$ cat config.mk
export PLATFORM = sky130hd
export DESIGN_NAME = scsu_front
export DESIGN_NICKNAME = d
export VERILOG_FILES = /design/src/design/sine_cosine_series_unit_core_assert.svh /design/src/design/scsu_pkg.sv /design/src/design/scsu_front.sv
export SDC_FILE = /design/constraint.sdc
export NUM_CORES = 1
export LEC_CHECK = 0
export BUFFER_PORTS_ARGS = -buffer_cell sky130_fd_sc_hd__buf_4
export CAP_MARGIN = 20
export CELL_PAD_IN_SITES_DETAIL_PLACEMENT = 0
export CELL_PAD_IN_SITES_GLOBAL_PLACEMENT = 1
export CORE_MARGIN = 4
export CORE_UTILIZATION = 25
export DETAILED_ROUTE_END_ITERATION = 7
export PLACE_DENSITY = 0.86
export SYNTH_ARGS = -nofsm -noshare
export SYNTH_HDL_FRONTEND = slang
export SYNTH_SLANG_ARGS = --single-unit
$ cat constraint.sdc
create_clock -name clk -period 2 [get_ports clk]
set_input_delay 0.1 -clock clk [delete_from_list [all_inputs] [get_ports clk]]
set_output_delay 0.1 -clock clk [all_outputs]
set_load 0.005 [all_outputs]
$ cat src/design/sine_cosine_series_unit_core_assert.svh
// Assertion macros shared by the sine and cosine series unit.
`ifndef SINE_COSINE_SERIES_UNIT_CORE_ASSERT_SVH
`define SINE_COSINE_SERIES_UNIT_CORE_ASSERT_SVH

// The consequent must hold in the same cycle as the antecedent.
`define SCSU_ASSERT_SAME(lbl, ante, cons, msg) \
  lbl: assert property (@(posedge clk) disable iff (!rst_n) (ante) |-> (cons)) \
    else $error(msg);

// The consequent must hold in the cycle after the antecedent.
`define SCSU_ASSERT_NEXT(lbl, ante, cons, msg) \
  lbl: assert property (@(posedge clk) disable iff (!rst_n) (ante) |=> (cons)) \
    else $error(msg);

`endif

$ cat src/design/scsu_pkg.sv
package scsu_pkg;

  localparam int SERIES_TERMS    = 10;
  localparam int ANGLE_FRAC_BITS = 24;
  localparam int WORK_FRAC       = 48;

  localparam logic [63:0] TWO_PI_Q60 = 64'h6487ED5110B4611A;
  localparam logic [63:0] PI_Q60     = 64'h3243F6A8885A308D;

  localparam int RED_STEPS = 29 - ANGLE_FRAC_BITS;
  localparam int RED_CNT_W = $clog2(RED_STEPS + 1);
  localparam logic [63:0] RED_TOP =
    (TWO_PI_Q60 >> (28 - ANGLE_FRAC_BITS)) << (RED_STEPS - 1);
  localparam int RED_SH = ANGLE_FRAC_BITS + 32 - WORK_FRAC;
  localparam logic [63:0] RED_RND = (RED_SH > 0) ? (64'd1 << (RED_SH - 1)) : 64'd0;

  localparam int HT_W  = ANGLE_FRAC_BITS + 1;
  localparam int HT_SH = ANGLE_FRAC_BITS + 60 - WORK_FRAC;

  localparam int TERM_W  = $clog2(SERIES_TERMS + 1);
  localparam int DIV_MAX = 2 * SERIES_TERMS * (2 * SERIES_TERMS + 1);
  localparam int DIV_W   = $clog2(DIV_MAX + 1);
  localparam int DIV_STEP_BITS = 8;
  localparam int DIV_CYCLES    = 64 / DIV_STEP_BITS;
  localparam int DIV_CNT_W     = $clog2(DIV_CYCLES);

  localparam int OUT_SH = WORK_FRAC - 30;

  localparam int QUEUE_DEPTH = 2;
  localparam int QP_W        = $clog2(QUEUE_DEPTH);

  localparam logic [63:0] ONE_WORK      = 64'd1 << WORK_FRAC;
  localparam logic [31:0] ONE_Q30       = 32'h4000_0000;
  localparam logic [31:0] MINUS_ONE_Q30 = 32'hC000_0000;

  localparam logic CMD_SINE       = 1'b0;
  localparam logic CMD_COSINE     = 1'b1;
  localparam logic UNIT_RADIAN    = 1'b0;
  localparam logic UNIT_HALF_TURN = 1'b1;

  typedef struct packed {
    logic        special;
    logic        cosine;
    logic        neg;
    logic        half;
    logic [31:0] mag;
    logic [31:0] value;
  } item_t;

  function automatic logic [DIV_W-1:0] series_div(input logic [TERM_W-1:0] idx,
                                                  input logic cosine);
    int n;
    n = 2 * int'(idx);
    return cosine ? DIV_W'(n * (n - 1)) : DIV_W'(n * (n + 1));
  endfunction

endpackage

$ cat src/design/scsu_front.sv
module scsu_front import scsu_pkg::*; (
  input  logic               clk,
  input  logic               rst_n,
  input  logic               start,
  input  logic               queue_full,
  input  logic               in_command,
  input  logic signed [31:0] in_angle,
  input  logic               cfg_wr_en,
  input  logic               cfg_wr_data,
  output logic               push,
  output item_t              item
);

  localparam logic [1:0] QUAD_ZERO        = 2'd0;
  localparam logic [1:0] QUAD_HALF        = 2'd1;
  localparam logic [1:0] QUAD_ONE         = 2'd2;
  localparam logic [1:0] QUAD_THREE_HALVES = 2'd3;

  logic            angle_unit_r;
  logic            angle_unit_nxt;
  logic            neg;
  logic [31:0]     mag;
  logic [HT_W-1:0] rem;
  logic [1:0]      quad;
  logic            exact;
  logic            cosine;
  logic [31:0]     spec_value;

  assign angle_unit_nxt = cfg_wr_en ? cfg_wr_data : angle_unit_r;

  always_ff @(posedge clk) begin
    if (!rst_n) begin
      angle_unit_r <= UNIT_RADIAN;
    end else begin
      angle_unit_r <= angle_unit_nxt;
    end
  end

  assign neg    = in_angle[31];
  assign mag    = neg ? (32'd0 - $unsigned(in_angle)) : $unsigned(in_angle);
  assign rem    = mag[HT_W-1:0];
  assign quad   = rem[HT_W-1 -: 2];
  assign exact  = (rem[ANGLE_FRAC_BITS-2:0] == '0);
  assign cosine = (in_command == CMD_COSINE);

  always_comb begin
    spec_value = 32'd0;
    if (cosine) begin
      case (quad)
        QUAD_ZERO: spec_value = ONE_Q30;
        QUAD_ONE:  spec_value = MINUS_ONE_Q30;
        default:   spec_value = 32'd0;
      endcase
    end else begin
      case (quad)
        QUAD_HALF:         spec_value = neg ? MINUS_ONE_Q30 : ONE_Q30;
        QUAD_THREE_HALVES: spec_value = neg ? ONE_Q30 : MINUS_ONE_Q30;
        default:           spec_value = 32'd0;
      endcase
    end
  end

  assign push         = start & ~queue_full;
  assign item.special = (angle_unit_r == UNIT_HALF_TURN) & exact;
  assign item.cosine  = cosine;
  assign item.neg     = neg;
  assign item.half    = (angle_unit_r == UNIT_HALF_TURN);
  assign item.mag     = mag;
  assign item.value   = spec_value;

endmodule

[Word level (Yosys, flattened, before mapping)]
Index checks and enable logic that the tools add are counted.
Storage, ports and cells
  flip-flop bits (word level): 1
  latch bits: 0
  RAM bits: 0
  bits in read-only memories: 0
  input port bits: 39
  word-level logic and storage cells: 16
  memories kept: 0
Operators by class
  $add $sub $neg: 1
  $mul: 0
  div/mod/pow operators: 0
  $lt $le $gt $ge: 0
  equality and inequality tests: 3
  shifts and indexed selects: 0
  mux-type cells: 6
  bitwise logic cells: 3
  reduce and logical (&&, ||, !) cells: 2
Operators by type and width (number)
  2-to-1 mux 32 bit: 4
  one-hot mux 32 bit (2 select lines): 2
  subtractor 1 x 32 -> 32 bit, first input constant: 1
  zero test 23 bit: 1
  == test 2 bit, second input constant: 2
  bitwise AND 1 bit: 2
  == test 2 x 1 -> 1 bit, second input constant: 1
  zero test 2 bit: 1
  inverter 1 bit: 1

[Logic depth before layout (Yosys ltp)]
  depth in word-level cells: 5
  depth in mapped cells: 8

[Worst setup path before layout]
Ideal clock, no wire load.
  path kind: input to output
  start point: input port in_angle[1]
  end point: output port item[67] (netlist bit)
  data arrival time: 2048 ps
  required time: 1900 ps
  setup slack: -148 ps
  stages on the path: 8
  path buffers: 0
  cell sequence: inv_1 > ha_1 > or3b_4 > nand2_2 > xnor2_1 > or4b_1 > or4_1 > nor4_2
RTL lines
  from (decl): RTL line scsu_front.sv:7  | input logic signed [31:0] in_angle,
  to (decl): RTL line scsu_front.sv:11  | output item_t item

==> results.json <==
{
  "vias": 1973,
  "violations": "negative setup slack",
  "ant_nets": 0,
  "power_uw": 592,
  "yosys_warnings": 0,
  "first_iter_violations": 63,
  "ys_async_sr_fraction_pct": 0,
  "cp_slowest_stage_delay_ns": 0.46,
  "path_cells": "buf_12 > inv_12 > ha_4 > or3b_4 > nand2_4 > xnor2_2 > or4b_1 > or4_4 > nor4_4 > buf_4",
  "synthTopCellsByCount": "buf_4, xnor2_1, nand2_1",
  "ios": 108,
  "path_class": "in -> out",
  "dr.pass1.iters": 4,
  "grt_pass1_vias": 1861,
  "yosysSeqAreaShare_pct": 1.26,
  "die-area_sq_um": 7680,
  "via_per_inst": 4.71,
  "postLayoutCoreUtil_pct": 45.7,
  "die_width_microns": 87.6,
  "fillCellCount": 624,
  "p_leak_uw": 0.00123,
  "core_area_sq_um": 6030,
  "setup_viol_count_final": 3,
  "synth_area_sq_um": 1590,
  "routedWlPerCell_microns": 13.4,
  "registers.top_by_ff_count": "angle_unit_r",
  "crit_buf_inv": 3,
  "synth_top_area_share_pct": 16.1,
  "synth_top_flop_cell": "dfxtp_1",
  "drive_gt1_share_pct": 51.7,
  "hold_class": "in -> reg",
  "arrival_ns": 2.19,
  "place_hpwl_microns": 4700,
  "r2r_slack_ns": 1.39,
  "grt_max_degree": 20,
  "drc": 0,
  "rows": 28,
  "fin_ws_ns": -0.288,
  "path_clk_slew_ns": 0,
  "synth_cell_type_count": 54,
  "dr_wl_met3_microns": 451,
  "wirelength_met1_microns": 2310,
  "top_layer_used": "met4",
  "grt_overflow": 0,
  "cpLargestDelayFamily": "simple AND/OR/NAND/NOR gates",
  "largest_reg_flops": 1,
  "maxCapViolations": 0,
  "path_max_fanout": 4,
  "critPathLaunchType": "input pin",
  "skew_ns": 0,
  "reg.largest.list": "angle_unit_r x1",
  "post-route-min-period_ns": 2.29,
  "setup_tns_ns": -0.542,
  "maxSlewViolCount": 0,
  "cp_data_required_time_ns": 1.90,
  "routed_wl_microns": 5630,
  "antenna_cells": 0,
  "area_growth_pct": 73.8,
  "ir_drop_v": 0.000168,
  "yosys.area.top_type": "buf_4",
  "met2_length_microns": 2860,
  "hold_violations": 0,
  "post-route-period-util_pct": 114,
  "grt_usage_pct": 13.3,
  "yosys.cell_count.top_type": "buf_4",
  "slowest_stage": "or4b_1",
  "outcome": "complete, but fails checks",
  "gp_congestion": 0.878,
  "synth_edf_count": 0,
  "power_density_nw_per_um2": 215,
  "avgSynthCellArea_sq_um": 6.98,
  "rsz0062_at_grt": "yes",
  "final_nets": 387,
  "die_h_microns": 87.6,
  "port_buffers": 77,
  "yosys_register_bits": 1,
  "grt_pass1_wl_microns": 8630,
  "endpoint_kind": "output port",
  "synth_area_leaders": "buf_4, xnor2_1, nand2_1, o31ai_1, buf_6",
  "antenna_found_initial": 0,
  "cts_hold_buf": 0,
  "fmax_ghz": 0.437,
  "synthCells": 227,
  "clk_latency_ns": 0,
  "initial_core_util_pct": 26.3
}
## repair_timing
item / in CTS / in global routing
buffers inserted: 3 / 2
hold endpoints to repair: 0 / 0
gates resized for setup: 27 / 20
setup endpoints to repair: 12 / 12
cloned: 0 / 0
pin swaps: 12 / 6
## worst paths after layout
check	start	end	cells after the start
setup / recovery	in_angle[1]	item[67]	10
hold / removal	rst_n	angle_unit_r	2
setup reg to reg	angle_unit_r	angle_unit_r	2
hold reg to reg	angle_unit_r	angle_unit_r	2
## metrics by stage
step | setup WS [ns] | area [sq um] | cells | hold WS, ns
floorplan | -0.0674 | 1780 | 256 | 0.228
global placement | -0.452 | 2510 | 415 | 0.316
detailed placement | -0.474 | 2510 | 415 | 0.319
global route | -0.354 | 2760 | 419 | 0.359
finish | -0.288 | 2760 | 419 | 0.317
CTS | -0.391 | 2680 | 417 | 0.319
## cells by family (layout without fill, tap and decap cells)
| logic type | Yosys count | count (layout) | share of synthesized area (%) |
|---|---|---|---|
| compound gates | 37 | 37 | 17.0 |
| xor+xnor | 31 | 31 | 17.1 |
| fa+ha+maj | 2 | 2 | 1.58 |
| buf+inv | 57 | 145 | 24.1 |
| flops | 1 | 1 | 1.26 |
| mux | 3 | 3 | 1.97 |
| other cells | 1 | 30 | 0.237 |
| simple gates | 95 | 95 | 36.8 |
## layout by cell type (no fill, tap or decap), types with 5 or more instances in the layout
cell type / netlist / layout
nand2_1: 21 / 21
buf_4: 34 / 131
buf_6: 5 / 6
a21oi_1: 5 / 5
conb_1: 1 / 30
xnor2_1: 29 / 27
nor2_1: 9 / 9
nor3_1: 8 / 6
nand4_1: 7 / 7
nor4_4: 1 / 5
o31ai_1: 8 / 6
nand3_1: 6 / 6
## layout make-up
type                            instances  area [sq um]  area share, %
Sequential cell                         1          20.0          0.727
Inverter                                6          40.0           1.45
Timing Repair Buffer                  139          1090           39.4
Multi-Input combinational cell        198          1520           55.0
Tap cell                               75          93.8           3.41
## power by group
group	switching [uW]	internal [uW]	total, uW
logic	253	317	569
clock network	0	0	0
registers	1.01	21.6	22.6
total	254	338	592
## metal layers
metal	track usage (%)	vias to the layer above
met5	0	-
met2	24.9	81
met4	0.418	0
met3	1.13	2
li1	-	990
met1	17.4	900
Power figures use the tool's default switching activity.
