`src/design/sine_cosine_series_unit_core_assert.svh`:
```
// Assertion macros shared by the sine and cosine series unit.
`ifndef SINE_COSINE_SERIES_UNIT_CORE_ASSERT_SVH
`define SINE_COSINE_SERIES_UNIT_CORE_ASSERT_SVH

// The consequent must hold in the same cycle as the antecedent.
`define SCSU_ASSERT_SAME(lbl, ante, cons, msg) \
  lbl: assert property (@(posedge clk) disable iff (!rst_n) (ante) |-> (cons)) \
    else $error(msg);

// The consequent must hold in the cycle after the antecedent.
`define SCSU_ASSERT_NEXT(lbl, ante, cons, msg) \
  lbl: assert property (@(posedge clk) disable iff (!rst_n) (ante) |=> (cons)) \
    else $error(msg);

`endif

```
`src/design/scsu_pkg.sv`:
```
package scsu_pkg;

  localparam int SERIES_TERMS    = 10;
  localparam int ANGLE_FRAC_BITS = 24;
  localparam int WORK_FRAC       = 48;

  localparam logic [63:0] TWO_PI_Q60 = 64'h6487ED5110B4611A;
  localparam logic [63:0] PI_Q60     = 64'h3243F6A8885A308D;

  localparam int RED_STEPS = 29 - ANGLE_FRAC_BITS;
  localparam int RED_CNT_W = $clog2(RED_STEPS + 1);
  localparam logic [63:0] RED_TOP =
    (TWO_PI_Q60 >> (28 - ANGLE_FRAC_BITS)) << (RED_STEPS - 1);
  localparam int RED_SH = ANGLE_FRAC_BITS + 32 - WORK_FRAC;
  localparam logic [63:0] RED_RND = (RED_SH > 0) ? (64'd1 << (RED_SH - 1)) : 64'd0;

  localparam int HT_W  = ANGLE_FRAC_BITS + 1;
  localparam int HT_SH = ANGLE_FRAC_BITS + 60 - WORK_FRAC;

  localparam int TERM_W  = $clog2(SERIES_TERMS + 1);
  localparam int DIV_MAX = 2 * SERIES_TERMS * (2 * SERIES_TERMS + 1);
  localparam int DIV_W   = $clog2(DIV_MAX + 1);
  localparam int DIV_STEP_BITS = 8;
  localparam int DIV_CYCLES    = 64 / DIV_STEP_BITS;
  localparam int DIV_CNT_W     = $clog2(DIV_CYCLES);

  localparam int OUT_SH = WORK_FRAC - 30;

  localparam int QUEUE_DEPTH = 2;
  localparam int QP_W        = $clog2(QUEUE_DEPTH);

  localparam logic [63:0] ONE_WORK      = 64'd1 << WORK_FRAC;
  localparam logic [31:0] ONE_Q30       = 32'h4000_0000;
  localparam logic [31:0] MINUS_ONE_Q30 = 32'hC000_0000;

  localparam logic CMD_SINE       = 1'b0;
  localparam logic CMD_COSINE     = 1'b1;
  localparam logic UNIT_RADIAN    = 1'b0;
  localparam logic UNIT_HALF_TURN = 1'b1;

  typedef struct packed {
    logic        special;
    logic        cosine;
    logic        neg;
    logic        half;
    logic [31:0] mag;
    logic [31:0] value;
  } item_t;

  function automatic logic [DIV_W-1:0] series_div(input logic [TERM_W-1:0] idx,
                                                  input logic cosine);
    int n;
    n = 2 * int'(idx);
    return cosine ? DIV_W'(n * (n - 1)) : DIV_W'(n * (n + 1));
  endfunction

endpackage

```
`src/design/scsu_queue.sv`:
```
module scsu_queue import scsu_pkg::*; (
  input  logic  clk,
  input  logic  rst_n,
  input  logic  push,
  input  item_t push_item,
  input  logic  pop,
  output item_t head,
  output logic  empty,
  output logic  full
);

  item_t           slot_r [QUEUE_DEPTH];
  logic [QP_W-1:0] wr_ptr_r;
  logic [QP_W-1:0] rd_ptr_r;
  logic [QP_W:0]   count_r;

  always_ff @(posedge clk) begin
    if (push) begin
      slot_r[wr_ptr_r] <= push_item;
    end
  end

  always_ff @(posedge clk) begin
    if (!rst_n) begin
      wr_ptr_r <= '0;
      rd_ptr_r <= '0;
      count_r  <= '0;
    end else begin
      if (push) begin
        wr_ptr_r <= wr_ptr_r + 1'b1;
      end
      if (pop) begin
        rd_ptr_r <= rd_ptr_r + 1'b1;
      end
      if (push && !pop) begin
        count_r <= count_r + 1'b1;
      end else if (pop && !push) begin
        count_r <= count_r - 1'b1;
      end
    end
  end

  assign head  = slot_r[rd_ptr_r];
  assign empty = (count_r == '0);
  assign full  = (count_r == (QP_W + 1)'(QUEUE_DEPTH));

endmodule

```
`config.mk`:
```
export PLATFORM = sky130hd
export DESIGN_NAME = scsu_queue
export DESIGN_NICKNAME = d
export VERILOG_FILES = /design/src/design/sine_cosine_series_unit_core_assert.svh /design/src/design/scsu_pkg.sv /design/src/design/scsu_queue.sv
export SDC_FILE = /design/constraint.sdc
export NUM_CORES = 1
export LEC_CHECK = 0
export BUFFER_PORTS_ARGS = -buffer_cell sky130_fd_sc_hd__buf_2
export CAP_MARGIN = 20
export CORE_AREA = 8 8 154 156
export DETAILED_ROUTE_END_ITERATION = 10
export DIE_AREA = 0 0 162 164
export SETUP_SLACK_MARGIN = 0.05
export SYNTH_ARGS = -nofsm -noshare
export SYNTH_HDL_FRONTEND = slang
export SYNTH_SLANG_ARGS = --single-unit
```
`constraint.sdc`:
```
create_clock -name clk -period 4.58 [get_ports clk]
set_clock_uncertainty 0.1 [all_clocks]
set_input_delay 0.229 -clock clk [delete_from_list [all_inputs] [get_ports clk]]
set_output_delay 0.229 -clock clk [all_outputs]
set_load 0.02 [all_outputs]
```
Yosys cells after proc, flatten, opt, wreduce, memory -nomap -nowiden --
Memory sizes are Yosys's and may differ from the RTL's. A register that Yosys moved wholly into a read port is not among the register bits. Index checks and enable logic that the tools add are counted.
Cells by class: add/subtract/negate cells 4, eq/ne operators 1, shift operators 0, bitwise operators 0, multiply operators 0, order comparisons 0, reduce and logical (&&, ||, !) cells 6, mux-type cells 6, divide/modulo/power cells 0
Operators with widths (count):
- 2-to-1 mux 1 bit | 4
- 2-to-1 mux 2 bit | 2
- adder 1 bit (second input constant) | 2
- adder 2 x 1 -> 2 bit (second input constant) | 1
- equality test 2 bit (second input constant) | 1
- logical AND 1 bit | 2
- zero test 1 bit | 2
- zero test 2 bit | 1
- nonzero test 2 bit | 1
- subtractor 2 x 1 -> 2 bit (second input constant) | 1
Word-level totals: bits in latches 0, input port bits 72, memory bits (writable) 136, register bits 4, output and inout bits 70, ROM bits 0, memories 1
Memories:
- slot_r | words 2, bits a word 68, read ports 1, clocked after Yosys merged registers in 1, write ports 1, line scsu_queue.sv:12 | item_t slot_r [QUEUE_DEPTH];

Logic depth before layout (Yosys ltp) --
Gate-level depths: netlist of run 1.
depth after elaboration 4, depth in mapped cells 5, mapped depth without buffers 5

Worst setup path after synthesis of run 1 --
Ideal clock, no wire load.
path type register -> register, start point register wr_ptr_r, end point memory slot_r[0][0] in the netlist's numbering, enable pin, slack 629 ps, buffers on the path 0, required time 3977 ps, setup time 503 ps, stages on the path, launching flop included 2, data arrival time 3348 ps, path through dfxtp_1 nor2b_1
RTL lines:
- start: declaration | line scsu_queue.sv:13 | logic [QP_W-1:0] wr_ptr_r;
- start signal: assignment | line scsu_queue.sv:30 | wr_ptr_r <= wr_ptr_r + 1'b1;
- end: declaration | line scsu_queue.sv:12
No word-level cell before the write port.

==> results of run 1 <==
[where the power goes]
part	internal, W	total [W]	switching, W
registers	0.00149	0.00153	0.0000434
logic	0.000186	0.000373	0.000187
clock network	0.000912	0.00143	0.000523
[state kept, by name, indices dropped and copies added (netlist names), named ones only]
signal	cells
count_r	2
rd_ptr_r	1
slot_r	136
wr_ptr_r	1
[stage by stage]
stage | instance area, um^2 | power [W] | hold WS, ns | std cells
2_1_floorplan | 5210 | 0.00177 | 0.228 | 234
4_1_cts | 7530 | 0.00340 | 0.0402 | 749
3_5_place_dp | 6220 | 0.00190 | 0.320 | 648
5_1_grt | 7530 | 0.00348 | 0.0538 | 749
3_3_place_gp | 6220 | 0.00188 | 0.316 | 648
6_report | 7530 | 0.00334 | 0.0729 | 749
[final cells by class]
| class | instances | share of cell area |
|---|---|---|
| clock inverters | 14 | 0.0254 |
| flip-flops and latches | 141 | 0.556 |
| multi-input cells | 84 | 0.128 |
| inverters | 1 | 0.000499 |
| repair buffers | 211 | 0.186 |
| clock buffers | 18 | 0.0570 |
| well taps | 280 | 0.0465 |
[worst max-delay path: stages, from the launching register on]
cell	delay, ns
dfxtp_4	1.04
mux2_2	0.42
buf_2	0.16
[cells in the mapped netlist, drive strengths merged]
cell type,n,area share
or3,1,0.0012
xnor2,1,0.0017
buf,8,0.014
o21a,1,0.0014
inv,1,0.00072
xor2,2,0.0034
a21boi,1,0.0014
edfxtp,136,0.78
dfxtp,5,0.019
mux2,68,0.16
nor2,1,0.00072
and2,4,0.0048
o21ai,1,0.00096
ha,1,0.0024
nor2b,3,0.0036
[final timing paths]
path                                       to  depth (start not counted)
worst min register to register     count_r[1]                          2
worst min-delay path                     flop                          3
worst max-delay path                 head[52]                          2
worst max register to register  slot_r[0][37]                          2
[placed cells by master, fill, tap and decap left out, drive strengths merged, types with 2 or more instances in the layout]
| cell | count |
|---|---|
| dlygate4sd3 | 69 |
| clkbuf | 18 |
| clkinvlp | 3 |
| edfxtp | 136 |
| xor2 | 2 |
| clkinv | 5 |
| bufinv | 4 |
| nor2b | 3 |
| buf | 142 |
| inv | 3 |
| mux2 | 68 |
| dfxtp | 5 |
| and2 | 4 |
[metal layers]
layer / GRT usage / up-vias / share of wire
met1: 0.0894 / 1422 / 0.41
met4: 0.0354 / 0 / 0.012
met3: 0.0381 / 12 / 0.079
met2: 0.143 / 102 / 0.50
met5: 0 / - / 0
li1: - / 1368 / -
[cell families (layout without fill, tap and decap cells)]
group | Yosys count | count (layout) | synth area share
flip-flops | 141 | 141 | 0.802
multiplexers | 68 | 68 | 0.161
AND/OR/NAND/NOR | 9 | 9 | 0.0103
buffers and inverters | 9 | 244 | 0.0146
AO/OA/AOI/OAI | 3 | 3 | 0.00384
XOR/XNOR | 3 | 3 | 0.00504
adder cells (fa/ha/maj) | 1 | 1 | 0.00240
==> impl_results.md, run 1 <==
* Status: completed
* Drt drc at 0
* Max-slew violation count at 0
* Share of cells above drive strength 1 at 0.518
* Post-CTS sizing at 0
* MaxCap Viol Count at 0
* Fin crit share at 0.524
* Final #Nets at 529
* Worst r2r src: wr_ptr_r
* Post-Place Setup Slack at 2.21 ns
* Reg2Reg Setup Slack at 2.35 ns
* Detail Route Antenna Nets at 0
* FP Rows at 54
* Syn avg cell area at 22.3 um^2
* Core ar. at 21400 um^2
* First-pass GRT wire length at 17.2 mm
* Vias/cell at 3.88
* Total GRT Usage at 0.0842
* Sequential area share after synthesis at 0.802
* Critical path arrival at 2.07 ns
* Slew @ Worst Pin at 1.05 ns
* Yosys Warn Count at 0
* WL/cell at 14.6 um
* Seq cells post-synth at 141
* Final core area utilization at 0.353
* Mapped Area at 5210 um^2
* Routed WL at 10.9 mm
* CTS Buf Count at 17
* 1st-iter DRT viols at 122
* Worst Setup End Kind: output pin
* Setup-failing EPs final at 0
* Crit Path Category: flop to output pin
* Total grt overflow at 0
* Max VDD drop at 0.219 mV
* Drt first pass iters at 4
* Yosys cell types at 18
* Leakage power at 2.85 nW
* Post-CTS Hold Fix Bufs at 69
* Detailed placement HPWL at 6.92 mm
* Clock transition at path regs at 0.06 ns
* Top-Level Pins at 142
* Mapped Cells at 234
* Final TNS setup at 0 ns
* Multi-input gate area at 963 um^2
* Hold crit path type: primary input to flop
* Die Ht at 164 um
* RSZ-0062 raised after global routing: false
* Vias in the first global route at 3375
* CTS root buffer: clkbuf_16
* DIE AREA at 26600 um^2
* PD cells at 444 nW/um^2
* Die span in x at 162 um
* Slew margin rel. at 0.299
* Crit path max fanout at 68
* Worst Path Required at 4.25 ns
* Antenna Diode Count at 0
* # Post-CTS Setup Buffers at 0
* H-Tree Level Count at 4
* Tmin final at 2.40 ns
* Initial Util at 0.244
* Longest Clk Path Bufs at 2
* Area Overhead vs Synth at 44.4%
* CTS tree: yes
* Number of port buffers at 141
* # fillers at 2056
* Register Area at 4190 um^2
* Initial antenna violation count at 0
* Startpoint type of the worst setup path: flop
* Fmax at 416 MHz
* Hold wc startpoint: pop
* Clock Latency Late Sink at 0.40 ns
* Vias at 2904
* Largest net degree at the start of global routing at 69
* Net Count, Synth at 307
* CTS sink cnt at 141
* Gpl congestion at 0.651
* Final Worst Setup Slack at 2.18 ns
* Final Hold Viols at 0
(Power assumes the default switching activity.)
==> run 2: changes to the inputs <==
Clock period 4.58 ns to 2.5 ns, I/O delays scaled along.
==> run 2 against run 1 <==
Effect of this change: critical path depth grew 1; worst hold slack gained 0.072 ns; die area is the same; power grew 90%; non-clock buffer count grew 6; largest cell class unchanged.
==> impl_results.md, run 2 (synthesized netlist as in run 1, its figures left out) <==
* Most flops, register: slot_r
* CTS Buf Count at 17
* H-Tree Level Count at 4
* Sequential Power Share at 0.437
* Crit Path Category: flop to output pin
* Final Worst Setup Slack at 0.470 ns
* CTS tree: yes
* CTS sink cnt at 141
* Final #Nets at 535
* Tmin final at 2.03 ns
* Drt drc at 0
* Final TNS setup at 0 ns
* Total grt overflow at 0
* Area Overhead vs Synth at 46.8%
* Leakage power at 2.92 nW
* Largest stage delay, worst path at 0.49 ns
* Hold Path Sink: count_r[1]
* Hold wc startpoint: push
* Die Ht at 164 um
* FP Rows at 54
* Slew margin rel. at 0.659
* Critical path arrival at 1.80 ns
* Switching power of the nets at 0.00139 W
* Clock Latency Late Sink at 0.41 ns
* Drt first pass iters at 4
* Detailed placement HPWL at 7.68 mm
* Biggest regs: slot_r (136), count_r (2)
* Worst r2r path cells at 4
* Startpoint type of the worst setup path: flop
* CP max-delay cell: dfxtp_4
* Core ar. at 21400 um^2
* Worst Path Required at 2.28 ns
* Longest Clk Path Bufs at 2
* Reg2reg end: wr_ptr_r
* Slew @ Worst Pin at 0.512 ns
* Clock transition at path regs at 0.06 ns
* Detail Route Antenna Nets at 0
* First-pass GRT wire length at 17.9 mm
* Fmax at 493 MHz
* Die span in x at 162 um
* Hold crit path type: primary input to flop
* Logic pwr share at 0.117
* Max VDD drop at 0.422 mV
* Gpl congestion at 0.651
* WL/cell at 15.2 um
* Clock Power Share at 0.446
* Vias in the first global route at 3406
* Final Hold Viols at 0
* Antenna Diode Count at 0
* DIE AREA at 26600 um^2
* Sw frac at 0.219
* Status: completed
* Cell Int Power at 0.00496 W
* Fin crit share at 0.812
* CTS root buffer: clkbuf_16
* RSZ-0062 raised after global routing: false
* 1st-iter DRT viols at 109
* Most frequent cells in the layout: buf_2 (141), edfxtp_1 (136), dlygate4sd3_1 (71), mux2_2 (48), mux2_4 (20)
* Most common cell after layout, fill and taps aside: buf_2
* Largest net degree at the start of global routing at 37
* Reg2Reg Setup Slack at 0.77 ns
* Number of port buffers at 141
* PD cells at 829 nW/um^2
* Share of cells above drive strength 1 at 0.522
* MaxCap Viol Count at 0
* Worst Setup End Kind: output pin
* Total GRT Usage at 0.0894
* Max-slew violation count at 0
* Routed WL at 11.5 mm
* Vias/cell at 3.85
* Post-CTS sizing at 0
* Setup-failing EPs final at 0
* Worst r2r src: wr_ptr_r
* Initial Util at 0.244
* Min-Delay Path Depth at 4
* Initial antenna violation count at 0
* Crit path max fanout at 17
* Final core area utilization at 0.358
* Top-Level Pins at 142
* Worst-path cell chain: buf_4 > mux2_2 > buf_2
* # fillers at 2033
* Post-Place Setup Slack at 0.855 ns
* Vias at 2910
* Max FFs per register at 136
-- run 2: cell types whose count changed in the layout (fill, tap and decap cells not counted) --
cell / previous run / this run
clkinvlp_4: 3 / 2
bufinv_16: 4 / 6
buf_12: 0 / 2
dlygate4sd3_1: 69 / 71
clkinv_1: 1 / 0
buf_4: 1 / 3
-- run 2: area by class of cell --
class                           instances  area (um^2)  share of cell area
Clock buffer                           18          429              0.0561
Clock inverter                         14          240              0.0314
Inverter                                1         3.75            0.000490
Multi-Input combinational cell         84          963               0.126
Sequential cell                       141         4190               0.547
Tap cell                              280          350              0.0458
Timing Repair Buffer                  217         1480               0.193
-- run 2: repair_timing --
item / 4_1_cts / 5_1_grt
endpoints found under the setup margin: 0 / 0
endpoints found under the hold margin: 141 / 0
buffers inserted: 0 / 0
hold buffers: 71 / 0
-- run 2: worst max path at each step --
stage	startpoint	endpoint	slack, ns	depth (start not counted)
2_1_floorplan	wr_ptr_r	slot_r[0][0]	0.63	1
3_3_place_gp	wr_ptr_r	slot_r[1][25]	0.88	2
3_5_place_dp	flop	head[53]	0.86	3
4_1_cts	flop	head[53]	0.38	3
5_1_grt	flop	head[53]	0.33	3
6_report	flop	head[53]	0.47	3
-- run 2: worst max-delay path: cells and delay by family (launching register included) --
kind | cells | cell delay (ns)
buffers and inverters | 2 | 0.50
flip-flops | 1 | 0.49
multiplexers | 1 | 0.38
-- run 2: stage by stage --
step | area (um^2) | total power [W] | hold slack [ns] | cells
after global placement | 6270 | 0.00348 | 0.214 | 652
after global routing | 7650 | 0.00662 | 0.155 | 755
after CTS | 7650 | 0.00645 | 0.116 | 755
after floorplan | 5220 | 0.00324 | 0.124 | 234
after detailed placement | 6270 | 0.00349 | 0.216 | 652
final | 7650 | 0.00635 | 0.145 | 755
-- run 2: metal layers --
layer,global-route usage,share of wire,vias up
met4,0.0320,0.011,0
met5,0,0,-
met3,0.0431,0.074,10
met2,0.150,0.50,98
li1,-,-,1377
met1,0.0970,0.41,1425
-- run 2: power groups by stage --
stage / Sequential (W) / Clock (W) / Combinational [W]
after floorplan: 0.00280 / 0 / 0.000436
after global placement: 0.00282 / 0 / 0.000659
after detailed placement: 0.00282 / 0 / 0.000668
after CTS: 0.00277 / 0.00292 / 0.000760
after global routing: 0.00278 / 0.00303 / 0.000799
final: 0.00277 / 0.00283 / 0.000741
